### src/sv/ddq_pkg.sv
// Shared types and constants of the double-ended queue.
package ddq_pkg;

	localparam int ActionWidth   = 3;
	localparam int ValueWidth    = 32;
	localparam int PositionWidth = 5;
	localparam int ReadWidth     = 32;
	localparam int StatusWidth   = 2;
	localparam int CountWidth    = 6;

	localparam logic [ActionWidth-1:0] ACT_PUSH_BACK  = 3'd0;
	localparam logic [ActionWidth-1:0] ACT_PUSH_FRONT = 3'd1;
	localparam logic [ActionWidth-1:0] ACT_POP_BACK   = 3'd2;
	localparam logic [ActionWidth-1:0] ACT_POP_FRONT  = 3'd3;
	localparam logic [ActionWidth-1:0] ACT_READ       = 3'd4;

	localparam logic [StatusWidth-1:0] ST_OK    = 2'd0;
	localparam logic [StatusWidth-1:0] ST_FULL  = 2'd1;
	localparam logic [StatusWidth-1:0] ST_EMPTY = 2'd2;
	localparam logic [StatusWidth-1:0] ST_RANGE = 2'd3;

	// Commands from the controller to the datapath.
	typedef struct packed {
		logic                   enq_back;
		logic                   enq_front;
		logic                   deq_back;
		logic                   deq_front;
		logic                   rd_issue;
		logic                   load_out;
		logic                   load_rd;
		logic [StatusWidth-1:0] status;
	} cmd_t;

	// Status from the datapath to the controller.
	typedef struct packed {
		logic full;
		logic empty;
		logic pos_ok;
		logic out_free;
	} stat_t;

endpackage

### src/sv/ddq_req_if.sv
// Request channel: one action per transaction.
interface ddq_req_if;
	logic                                valid;
	logic                                ready;
	logic [ddq_pkg::ActionWidth-1:0]     action;
	logic [ddq_pkg::ValueWidth-1:0]      value;
	logic [ddq_pkg::PositionWidth-1:0]   position;

	modport source (output valid, action, value, position, input ready);
	modport sink   (input valid, action, value, position, output ready);
endinterface

### src/sv/ddq_rsp_if.sv
// Response channel: one result per transaction.
interface ddq_rsp_if;
	logic                              valid;
	logic                              ready;
	logic [ddq_pkg::ReadWidth-1:0]     read_value;
	logic [ddq_pkg::StatusWidth-1:0]   status;
	logic [ddq_pkg::CountWidth-1:0]    count;

	modport source (output valid, read_value, status, count, input ready);
	modport sink   (input valid, read_value, status, count, output ready);
endinterface

### src/sv/double_ended_queue.sv
// Double-ended queue of fixed capacity held as a ring in a single-port-write memory.
// Results: a push, a pop or a rejected action reaches the output register in the cycle
// after acceptance; a valid read passes the memory's registered read port first.
// Throughput: one action per cycle; a valid read holds off the next action until loaded.
// A result waiting in the output register does not block the next action if it is taken.
// Reset (arst_n low) empties the queue and clears the front pointer; store contents stay.
module double_ended_queue #(
	parameter int CAPACITY   = 32,
	parameter int DATA_WIDTH = 32
) (
	input logic       clk,
	input logic       arst_n,
	ddq_req_if.sink   req,
	ddq_rsp_if.source rsp
);

	ddq_pkg::cmd_t  cmd;
	ddq_pkg::stat_t stat;

	ddq_ctrl u_ctrl (
		.clk       (clk),
		.arst_n    (arst_n),
		.req_valid (req.valid),
		.action    (req.action),
		.req_ready (req.ready),
		.stat      (stat),
		.cmd       (cmd)
	);

	ddq_dp #(
		.CAPACITY   (CAPACITY),
		.DATA_WIDTH (DATA_WIDTH)
	) u_dp (
		.clk        (clk),
		.arst_n     (arst_n),
		.cmd        (cmd),
		.stat       (stat),
		.value      (req.value),
		.position   (req.position),
		.rsp_valid  (rsp.valid),
		.rsp_ready  (rsp.ready),
		.read_value (rsp.read_value),
		.status     (rsp.status),
		.count      (rsp.count)
	);

	// At most one queue operation is commanded per cycle.
	a_one_op: assert property (@(posedge clk) disable iff (!arst_n)
		$onehot0({cmd.enq_back, cmd.enq_front, cmd.deq_back, cmd.deq_front, cmd.rd_issue}))
		else $error("more than one queue operation in a cycle");

	// A read issued to the memory is delivered to the output register in the next cycle.
	a_rd_follow: assert property (@(posedge clk) disable iff (!arst_n)
		cmd.rd_issue |=> (cmd.load_rd && !req.ready))
		else $error("read data not loaded after issue");

	// The queue cannot be full and empty at once.
	a_full_empty: assert property (@(posedge clk) disable iff (!arst_n)
		!(stat.full && stat.empty))
		else $error("queue reports full and empty");

endmodule

### src/sv/ddq_ctrl.sv
// Controller of the double-ended queue: decodes actions into datapath commands.
module ddq_ctrl (
	input  logic                            clk,
	input  logic                            arst_n,
	input  logic                            req_valid,
	input  logic [ddq_pkg::ActionWidth-1:0] action,
	output logic                            req_ready,
	input  ddq_pkg::stat_t                  stat,
	output ddq_pkg::cmd_t                   cmd
);

	typedef enum logic {
		S_IDLE,
		S_READ
	} state_t;

	state_t state_q;
	logic   accept;

	assign req_ready = (state_q == S_IDLE) && stat.out_free;
	assign accept    = req_valid && req_ready;

	always_comb begin
		cmd         = '0;
		cmd.status  = ddq_pkg::ST_OK;
		cmd.load_rd = (state_q == S_READ);
		if (accept) begin
			cmd.load_out = 1'b1;
			case (action)
				ddq_pkg::ACT_PUSH_BACK: begin
					if (stat.full) cmd.status = ddq_pkg::ST_FULL;
					else cmd.enq_back = 1'b1;
				end
				ddq_pkg::ACT_PUSH_FRONT: begin
					if (stat.full) cmd.status = ddq_pkg::ST_FULL;
					else cmd.enq_front = 1'b1;
				end
				ddq_pkg::ACT_POP_BACK: begin
					if (stat.empty) cmd.status = ddq_pkg::ST_EMPTY;
					else cmd.deq_back = 1'b1;
				end
				ddq_pkg::ACT_POP_FRONT: begin
					if (stat.empty) cmd.status = ddq_pkg::ST_EMPTY;
					else cmd.deq_front = 1'b1;
				end
				ddq_pkg::ACT_READ: begin
					// A valid read waits for the memory's registered data before loading the output register.
					if (stat.pos_ok) begin
						cmd.rd_issue = 1'b1;
						cmd.load_out = 1'b0;
					end else begin
						cmd.status = ddq_pkg::ST_RANGE;
					end
				end
				default: begin
				end
			endcase
		end
	end

	always_ff @(posedge clk or negedge arst_n) begin
		if (!arst_n) begin
			state_q <= S_IDLE;
		end else begin
			case (state_q)
				S_IDLE: begin
					if (cmd.rd_issue) state_q <= S_READ;
				end
				S_READ: begin
					state_q <= S_IDLE;
				end
				default: begin
					state_q <= S_IDLE;
				end
			endcase
		end
	end

endmodule

### src/sv/ddq_dp.sv
// Datapath of the double-ended queue: ring store, pointer, count and result register.
module ddq_dp #(
	parameter int CAPACITY   = 32,
	parameter int DATA_WIDTH = 32
) (
	input  logic                              clk,
	input  logic                              arst_n,
	input  ddq_pkg::cmd_t                     cmd,
	output ddq_pkg::stat_t                    stat,
	input  logic [ddq_pkg::ValueWidth-1:0]    value,
	input  logic [ddq_pkg::PositionWidth-1:0] position,
	output logic                              rsp_valid,
	input  logic                              rsp_ready,
	output logic [ddq_pkg::ReadWidth-1:0]     read_value,
	output logic [ddq_pkg::StatusWidth-1:0]   status,
	output logic [ddq_pkg::CountWidth-1:0]    count
);

	localparam int PW   = $clog2(CAPACITY);
	localparam int CW   = $clog2(CAPACITY + 1);
	localparam int SW   = CW + 1;
	localparam int CMPW = (CW > ddq_pkg::PositionWidth) ? CW : ddq_pkg::PositionWidth;

	logic [DATA_WIDTH-1:0] mem [CAPACITY];
	logic [DATA_WIDTH-1:0] rd_data_q;

	logic [PW-1:0] front_q;
	logic [CW-1:0] count_q;
	logic          out_valid_q;
	logic [ddq_pkg::ReadWidth-1:0]   rv_q;
	logic [ddq_pkg::StatusWidth-1:0] st_q;
	logic [ddq_pkg::CountWidth-1:0]  cnt_q;

	logic [SW-1:0] back_sum, rd_sum;
	logic [PW-1:0] back_slot, rd_slot, front_dec, front_inc, wr_addr;
	logic [CW-1:0] count_nxt;
	logic [63:0]   value_ext, rd_ext;
	logic [DATA_WIDTH-1:0] wr_data;

	assign stat.full     = (count_q == CW'(CAPACITY));
	assign stat.empty    = (count_q == '0);
	assign stat.pos_ok   = (CMPW'(position) < CMPW'(count_q));
	assign stat.out_free = !out_valid_q || rsp_ready;

	// Ring slots: the sum stays below twice the capacity, so one subtract wraps it.
	assign back_sum  = SW'(front_q) + SW'(count_q);
	assign back_slot = (back_sum >= SW'(CAPACITY)) ? PW'(back_sum - SW'(CAPACITY))
	                                               : PW'(back_sum);
	assign rd_sum    = SW'(front_q) + SW'(CW'(position));
	assign rd_slot   = (rd_sum >= SW'(CAPACITY)) ? PW'(rd_sum - SW'(CAPACITY))
	                                             : PW'(rd_sum);
	assign front_dec = (front_q == '0) ? PW'(CAPACITY - 1) : front_q - 1'b1;
	assign front_inc = (front_q == PW'(CAPACITY - 1)) ? '0 : front_q + 1'b1;

	always_comb begin
		count_nxt = count_q;
		if (cmd.enq_back || cmd.enq_front) count_nxt = count_q + 1'b1;
		else if (cmd.deq_back || cmd.deq_front) count_nxt = count_q - 1'b1;
	end

	assign value_ext = 64'(value);
	assign wr_data   = value_ext[DATA_WIDTH-1:0];
	assign wr_addr   = cmd.enq_front ? front_dec : back_slot;
	assign rd_ext    = 64'(rd_data_q);

	always_ff @(posedge clk) begin
		if (cmd.enq_back || cmd.enq_front) mem[wr_addr] <= wr_data;
		if (cmd.rd_issue) rd_data_q <= mem[rd_slot];
	end

	always_ff @(posedge clk or negedge arst_n) begin
		if (!arst_n) begin
			front_q     <= '0;
			count_q     <= '0;
			out_valid_q <= 1'b0;
		end else begin
			count_q <= count_nxt;
			if (cmd.enq_front) front_q <= front_dec;
			else if (cmd.deq_front) front_q <= front_inc;
			if (cmd.load_out || cmd.load_rd) out_valid_q <= 1'b1;
			else if (rsp_ready) out_valid_q <= 1'b0;
		end
	end

	always_ff @(posedge clk) begin
		if (cmd.load_out) begin
			rv_q  <= '0;
			st_q  <= cmd.status;
			cnt_q <= ddq_pkg::CountWidth'(count_nxt);
		end else if (cmd.load_rd) begin
			rv_q  <= rd_ext[ddq_pkg::ReadWidth-1:0];
			st_q  <= ddq_pkg::ST_OK;
			cnt_q <= ddq_pkg::CountWidth'(count_q);
		end
	end

	assign rsp_valid  = out_valid_q;
	assign read_value = rv_q;
	assign status     = st_q;
	assign count      = cnt_q;

endmodule
### src/flat_wrapper.sv
// flat-port wrapper written by rule: the top's interface ports become plain ports
module double_ended_queue_flat 
#(
	parameter int CAPACITY   = 32,
	parameter int DATA_WIDTH = 32
)
  (clk, arst_n, req_valid, req_action, req_value, req_position, req_ready, rsp_valid, rsp_read_value, rsp_status, rsp_count, rsp_ready);
  ddq_req_if req_i ();
  ddq_rsp_if rsp_i ();
  input logic clk;
  input logic arst_n;
  input wire logic [$bits(req_i.valid)-1:0] req_valid;
  input wire logic [$bits(req_i.action)-1:0] req_action;
  input wire logic [$bits(req_i.value)-1:0] req_value;
  input wire logic [$bits(req_i.position)-1:0] req_position;
  output wire logic [$bits(req_i.ready)-1:0] req_ready;
  output wire logic [$bits(rsp_i.valid)-1:0] rsp_valid;
  output wire logic [$bits(rsp_i.read_value)-1:0] rsp_read_value;
  output wire logic [$bits(rsp_i.status)-1:0] rsp_status;
  output wire logic [$bits(rsp_i.count)-1:0] rsp_count;
  input wire logic [$bits(rsp_i.ready)-1:0] rsp_ready;
  assign req_i.valid = req_valid;
  assign req_i.action = req_action;
  assign req_i.value = req_value;
  assign req_i.position = req_position;
  assign req_ready = req_i.ready;
  assign rsp_valid = rsp_i.valid;
  assign rsp_read_value = rsp_i.read_value;
  assign rsp_status = rsp_i.status;
  assign rsp_count = rsp_i.count;
  assign rsp_i.ready = rsp_ready;
  double_ended_queue #(.CAPACITY(CAPACITY), .DATA_WIDTH(DATA_WIDTH)) u_core (.clk(clk), .arst_n(arst_n), .req(req_i), .rsp(rsp_i));
endmodule
### config.mk
export PLATFORM = sky130hd
export DESIGN_NAME = double_ended_queue_flat
export DESIGN_NICKNAME = d
export VERILOG_FILES = /design/src/sv/ddq_pkg.sv /design/src/sv/ddq_req_if.sv /design/src/sv/ddq_rsp_if.sv /design/src/sv/double_ended_queue.sv /design/src/sv/ddq_ctrl.sv /design/src/sv/ddq_dp.sv /design/src/flat_wrapper.sv
export SDC_FILE = /design/constraint.sdc
export NUM_CORES = 1
export LEC_CHECK = 0
export ABC_AREA = 0
export BUFFER_PORTS_ARGS = -buffer_cell sky130_fd_sc_hd__buf_2
export CORE_ASPECT_RATIO = 1.5
export CORE_MARGIN = 2
export CORE_UTILIZATION = 40
export CTS_BUF_LIST = sky130_fd_sc_hd__clkbuf_2 sky130_fd_sc_hd__clkbuf_4 sky130_fd_sc_hd__clkbuf_8
export CTS_CLUSTER_SIZE = 30
export DETAILED_ROUTE_END_ITERATION = 8
export GPL_ROUTABILITY_DRIVEN = 0
export SETUP_SLACK_MARGIN = 0.4
export SLEW_MARGIN = 5
export SYNTH_ARGS = -nofsm -noshare
export SYNTH_HDL_FRONTEND = slang
export SYNTH_SLANG_ARGS = --single-unit
### constraint.sdc
create_clock -name clk -period 10.9 [get_ports clk]
set_input_delay 0 -clock clk [delete_from_list [all_inputs] [get_ports clk]]
set_output_delay 0 -clock clk [all_outputs]
set_load 0.005 [all_outputs]
==> results of run 1 <==
metal layers:
layer / global-route usage (%) / vias to the layer above / wire length [um] / share of wire (%)
met1: 25.78 / 14200 / 49490 / 40
met4: 7.673 / 10 / 3989 / 3.2
met2: 36.51 / 882 / 62810 / 51
met5: 0 / - / 74 / 0.060
met3: 3.971 / 266 / 6604 / 5.4
li1: - / 11960 / - / -
layout make-up:
cell class                 count  area [um2]
antenna                        2       5.005
sequential                  1109       32920
timing repair buffer         185        1369
clock inverter                74       479.2
tap                         1453        1818
multi-input combinational   1504       11680
inverter                      13       53.80
fill                        9717       61860
clock buffer                 211        2610
logic make-up after synthesis:
group	count (synthesis)	synth area share, %
flops	1109	72.56
compound gates	593	11.00
xor+xnor	25	0.4992
simple gates	721	9.772
mux	145	3.230
fa+ha+maj	20	0.5847
buf+inv	271	2.350
placed cells by master, fill, tap and decap left out, types with 11 or more instances in the layout:
cell type / instances
dfxtp_1: 32
clkinv_1: 38
ha_1: 17
nand3_1: 22
edfxtp_1: 1064
xnor2_1: 16
a2111oi_0: 497
buf_2: 85
clkbuf_8: 164
dlygate4sd3_1: 47
nor2_1: 11
nor3_2: 24
buf_4: 47
nor2b_1: 498
a21oi_1: 43
dfrtp_1: 12
clkinv_2: 19
mux2i_1: 143
nor4_1: 127
clkbuf_4: 47
worst register-to-register path: cells and delay by family, from the launching register on:
| family | cells | cell delay (ns) |
|---|---|---|
| AND/OR/NAND/NOR | 2 | 0.65 |
| buffers and inverters | 2 | 1.57 |
| AO/OA/AOI/OAI | 1 | 0.46 |
| flip-flops | 1 | 0.49 |
| multiplexers | 2 | 0.38 |
| adder cells (fa/ha/maj) | 2 | 0.97 |
Yosys cell counts, drive strengths merged (18+ instances only):
cell type / number
nor3: 29
edfxtp: 1064
a2111oi: 497
nand3: 22
xnor2: 18
mux2i: 144
nor4: 127
buf: 32
ha: 18
a21oi: 51
dfxtp: 32
nor2b: 498
clkbuf: 226
worst min path at each step:
stage | startpoint | endpoint | slack (ns)
floorplan | arst_n | u_core.u_ctrl.state_q | -0.30
CTS | req_position[3] | u_core.u_dp.rd_data_q[23] | 0.008
global route | req_position[3] | u_core.u_dp.rd_data_q[23] | 0.05
detailed placement | arst_n | u_core.u_dp.rsp_valid | -0.07
global placement | arst_n | u_core.u_dp.rsp_valid | -0.07
finish | req_position[3] | u_core.u_dp.rd_data_q[23] | 0.07
flip-flops by register name, summed over array words and instances, names as in the netlist:
name	count
u_core.u_dp.mem	1024
u_core.u_dp.rd_data_q	32
u_core.u_dp.read_value	32
u_core.u_dp.count	6
u_core.u_dp.count_q	6
u_core.u_dp.front_q	5
u_core.u_dp.status	2
u_core.u_ctrl.state_q	1
u_core.u_dp.rsp_valid	1
power by group:
group | switching, mW | internal, mW | total, mW
clock network | 1.57 | 1.66 | 3.23
registers | 0.0880 | 4.91 | 5.00
logic | 3.09 | 1.37 | 4.46
repair_timing:
item,CTS,global route
gates resized for setup,0,0
hold buffers,47,0
setup endpoints to repair,0,0
endpoints found under the hold margin,1054,0
==> metrics, run 1 <==
post-DR vias/cell=6.003; Worst-Margin Slew=1.246 ns; Starting Density=40.22%; final instance area=50,930 um2; Clock Sinks=1,109; Final ANT Viol Nets=0; Die X=279.0 um; DRT Pass-1 Iters=7; Setup crit end=u_core.u_dp.rd_data_q[13]; crit path buf inv count=2; setup ws final=6.132 ns; Clock Path Buffers=3; PD cells=249.1 nW/um2; CP cell instances=ha_4, fa_4, buf_4, buf_12, nor2b_1, a2111oi_0, nor4_1, mux2i_1, mux2i_1; clk_lat worst skew=0.87 ns; CTS tree=built; Max Slew Vio Count=0; Final min period=4.768 ns; Chip Height=416.5 um; Syn Area/Cell=15.73 um2; cell count after synthesis=2,884; DP Cell Count=4,217; fmax=209.7 MHz; Area contributors post-synth=edfxtp_1, a2111oi_0, nor2b_1; status=finished, final reports clean; max_slew headroom=16.94%; TNS Setup=0 ns; P_leak=15.36 nW; initial antenna violation count=6; Worst Hold Class=input pin to flop; CTS Buf Count=155; final hold vios=0; Mapped Area=45,360 um2; peak supply drop=318.5 uV; Worst EP arrival=5.35 ns; startpoint class of the critical path=flop; HPWL after DPL=57,540 um; post-route insts no fill=4,551; cell row count=151; critical path's slowest cell=buf_4; clock slew at reported path FFs=0.07 ns; Worst setup startpoint=u_core.u_dp.front_q[0]; Layout Nets=3,032; # setup viols final=0; DP Area=47,350 um2; skew final=0.03540 ns; total wire length=123,000 um; Boundary Pins=86; vias in the first global route=26.95k; worst hold slack=0.07401 ns; Setup CP Type=flop to flop; IO Port Bufs=85; fin util=45.15%; pre-CTS worst setup slack=6.319 ns; CP max FO=271; P&R area growth vs syn=12.27%; async set-reset flop share out of synthesis=1.172%; Final Total Pwr=12.69 mW; die footprint=116,200 um2; element type at the critical path end=flop; CP delay by family, top=buffers and inverters; Crit path required time=11.48 ns; setup bufs post-CTS=0; MaxCap Viol Count=0; ratio of cells with drive above 1 in the final layout=14.11%; R2R Path Start=u_core.u_dp.front_q[0]; Top cell by count, worst path=mux2i_1; register area share after synthesis=72.56%; first-pass GRT wire length=178,600 um; Hold Crit Depth=5; DRC Markers=0; gr usage total=20.93%; routed via count=27.32k; Main synth FF type=edfxtp_1; largest area contributor in the netlist=edfxtp_1; H-tree depth=4; Tcrit/Tclk final=43.75%; flop2flop setup slack=6.13 ns; clock root buffer=clkbuf_8; Yosys cell types=59; RR Endpoint=u_core.u_dp.rd_data_q[13]; yosys synthesis warning count=0; Post-synth EDFFs=1,064; DRT iter0 DRCs=2,470; largest net degree at the start of global routing=273; total core area=112,800 um2; number of stages on the worst setup path=9; top-area cell type share of the netlist area=70.43%; Syn Nets=2,948; Synth Register Bits=1,109; Worst R2R Path Depth=9; remaining global-route overflow=0; RSZ-0062 raised after global routing=no; Worst path max stage delay=0.87 ns; WL/cell=27.02 um
Power figures use the tool's default switching activity.
==> run 2: changes to the inputs <==
--- a/config.mk
+++ b/config.mk
@@ -5,7 +5,7 @@
 export SDC_FILE = /design/constraint.sdc
 export NUM_CORES = 1
 export LEC_CHECK = 0
-export ABC_AREA = 0
+export ABC_AREA = 1
 export BUFFER_PORTS_ARGS = -buffer_cell sky130_fd_sc_hd__buf_2
 export CORE_ASPECT_RATIO = 1.5
 export CORE_MARGIN = 2
==> constraint.sdc (replaced) <==
create_clock -name clk -period 4.3 [get_ports clk]
set_input_delay 0 -clock clk [delete_from_list [all_inputs] [get_ports clk]]
set_output_delay 0 -clock clk [all_outputs]
set_load 0.005 [all_outputs]
==> metrics, run 2 <==
hold_sp=req_position[3]; cell row count=150; ratio of cells with drive above 1 in the final layout=12.46%; final instance area=51,340 um2; Final ANT Viol Nets=0; Internal=22.19 mW; DP Area=47,520 um2; startpoint class of the critical path=flop; Mapped Area=44,960 um2; die footprint=115,200 um2; Worst R2R Path Depth=11; clk_lat worst skew=0.85 ns; Area contributors post-synth=edfxtp_1, nor2_1, o21ai_0; Chip Height=414.6 um; switching share of power=42.21%; most frequent cells in the layout=nor2_1, edfxtp_1, o21ai_0, nand2_1, nand3_1; R2R Path Start=u_core.u_dp.count_q[1]; total wire length=124,600 um; Yosys cell types=35; skew final=0.04522 ns; DRC Markers=0; max_slew headroom=31.60%; status=finished, final reports clean; commonest non-fill, non-tap cell in the layout=nor2_1; Worst Hold Class=input pin to flop; total core area=111,500 um2; top-area cell type share of the netlist area=71.06%; Worst EP arrival=3.82 ns; Die X=277.7 um; TNS Setup=0 ns; largest net degree at the start of global routing=120; Boundary Pins=86; Tcrit/Tclk final=76.53%; top post-synthesis cells by count=nor2_1, edfxtp_1, o21ai_0, nand2_1, nand3_1; flop2flop setup slack=1.01 ns; CTS tree=built; RR Endpoint=u_core.u_dp.mem[4][11]; Syn Nets=3,873; worst hold slack=0.08362 ns; RSZ-0062 raised after global routing=no; element type at the critical path end=flop; Final min period=3.291 ns; largest area contributor in the netlist=edfxtp_1; vias in the first global route=29.00k; gr usage total=21.52%; Starting Density=40.33%; register area share after synthesis=73.21%; clock root buffer=clkbuf_8; NetSw=16.21 mW; Post-synth EDFFs=1,064; post-DR vias/cell=5.312; initial antenna violation count=14; async set-reset flop share out of synthesis=1.172%; P_leak=17.75 nW; routed via count=29.49k; Clock Path Buffers=3; fin util=46.05%; fmax=303.9 MHz; Max Slew Vio Count=0; Worst setup startpoint=u_core.u_dp.count_q[1]; PD cells=748.1 nW/um2; HPWL after DPL=70,170 um; IO Port Bufs=85; # fillers=10.05k; Clock power frac=22.5%; clock slew at reported path FFs=0.06 ns; yosys synthesis warning count=0; final hold vios=0; H-tree depth=4; cell count after synthesis=3,809; CP max FO=20; Gate power share=44.5%; remaining global-route overflow=0; setup ws final=1.009 ns; sequential share of power=32.9%; Hold Crit Depth=8; Worst-Margin Slew=1.026 ns; WL/cell=22.44 um; MaxCap Viol Count=0; CTS Buf Count=161; most frequent cell after synthesis=nor2_1; Syn Area/Cell=11.80 um2; Layout Nets=4,034; # setup viols final=0; Largest register FFs=1,024; pre-CTS worst setup slack=1.006 ns; P&R area growth vs syn=14.18%; first-pass GRT wire length=184,700 um; Worst Hold Endpoint=u_core.u_dp.rd_data_q[30]; Main synth FF type=edfxtp_1; Synth Register Bits=1,109; peak supply drop=928.5 uV; Top reg by flops=u_core.u_dp.mem; Crit path required time=4.83 ns; DRT iter0 DRCs=2,719; DRT Pass-1 Iters=6; Clock Sinks=1,109; Setup CP Type=flop to flop
==> run 2: cell count changes after synthesis, moves of 24 or more <==
| cell | delta |
|---|---|
| nor3_1 | -24 |
| o21ai_1 | +99 |
| nand3_1 | +325 |
| a21oi_1 | -41 |
| mux2i_1 | -111 |
| a2111oi_0 | -497 |
| clkbuf_1 | -137 |
| nand2_1 | +346 |
| nor2_1 | +1094 |
| nor4_1 | -127 |
| nor2b_1 | -498 |
| buf_2 | +95 |
| o21ai_0 | +418 |
==> run 2: what timing repair did <==
item	in CTS	in global routing
hold endpoints to repair	1059	0
hold buffers	49	0
resized for setup	0	0
setup buffers	0	0
==> run 2: power by group through the flow <==
stage	clock network, mW	registers (mW)	logic [mW]
floorplan	0	12.8	11.2
global placement	0	12.9	16.9
detailed placement	0	12.9	17.1
CTS	8.81	12.6	17.2
global route	9.24	12.7	18.9
finish	8.64	12.7	17.1
==> run 2: kinds of logic after synthesis <==
group,count (synthesis),synth area share (%)
XOR/XNOR,17,0.3813
adder cells (fa/ha/maj),20,0.5900
multiplexers,32,0.7124
buffers and inverters,261,2.519
AND/OR/NAND/NOR,1833,16.57
flip-flops,1109,73.21
AO/OA/AOI/OAI,537,6.017
==> run 2: worst max-delay path: stages, from the launching register on <==
cell     delay, ns
dfrtp_1       0.46
inv_1         0.17
ha_1          0.20
nand2_1       0.07
inv_1         0.10
nand3_4       0.11
nand2_1       0.31
nand2_1       0.10
nand2_1       0.13
nand3_2       0.40
nor2_4        0.62
buf_12        0.28
==> run 2: per-stage QoR <==
stage,std cells,total power [mW]
after floorplan,3809,23.98
after global placement,5202,29.78
after detailed placement,5202,29.93
after CTS,5544,38.63
after global routing,5549,40.85
final,5552,38.40
==> run 2: how the worst max path moves through the flow <==
stage                                    endpoint  slack [ns]  cells after the start
after global placement     u_core.u_dp.mem[4][10]        0.99                     11
final                      u_core.u_dp.mem[4][11]        1.01                     11
after global routing      u_core.u_dp.mem[10][27]        0.80                     12
after floorplan             u_core.u_dp.mem[0][0]        0.86                     11
after CTS                  u_core.u_dp.mem[4][11]        1.01                     11
after detailed placement   u_core.u_dp.mem[4][10]        1.01                     11
==> run 2: routing by layer <==
| layer | up-vias | part of all wire (%) | track usage [%] |
|---|---|---|---|
| met1 | 14490 | 38 | 25.03 |
| met2 | 1031 | 52 | 38.10 |
| met4 | 0 | 4.8 | 11.12 |
| met5 | - | 0 | 0 |
| met3 | 288 | 5.4 | 3.557 |
| li1 | 13690 | - | - |
==> run 2: layout make-up <==
cell class                      instances  area, um2  share of cell area, %
Sequential cell                      1109      32920                  64.12
Multi-Input combinational cell       2439      11230                  21.88
Clock buffer                          228       2788                  5.430
Timing Repair Buffer                  224       1904                  3.709
Tap cell                             1444       1807                  3.519
Clock inverter                         65      516.7                  1.007
Inverter                               35      151.4                 0.2949
Antenna cell                            8      20.02                0.03900
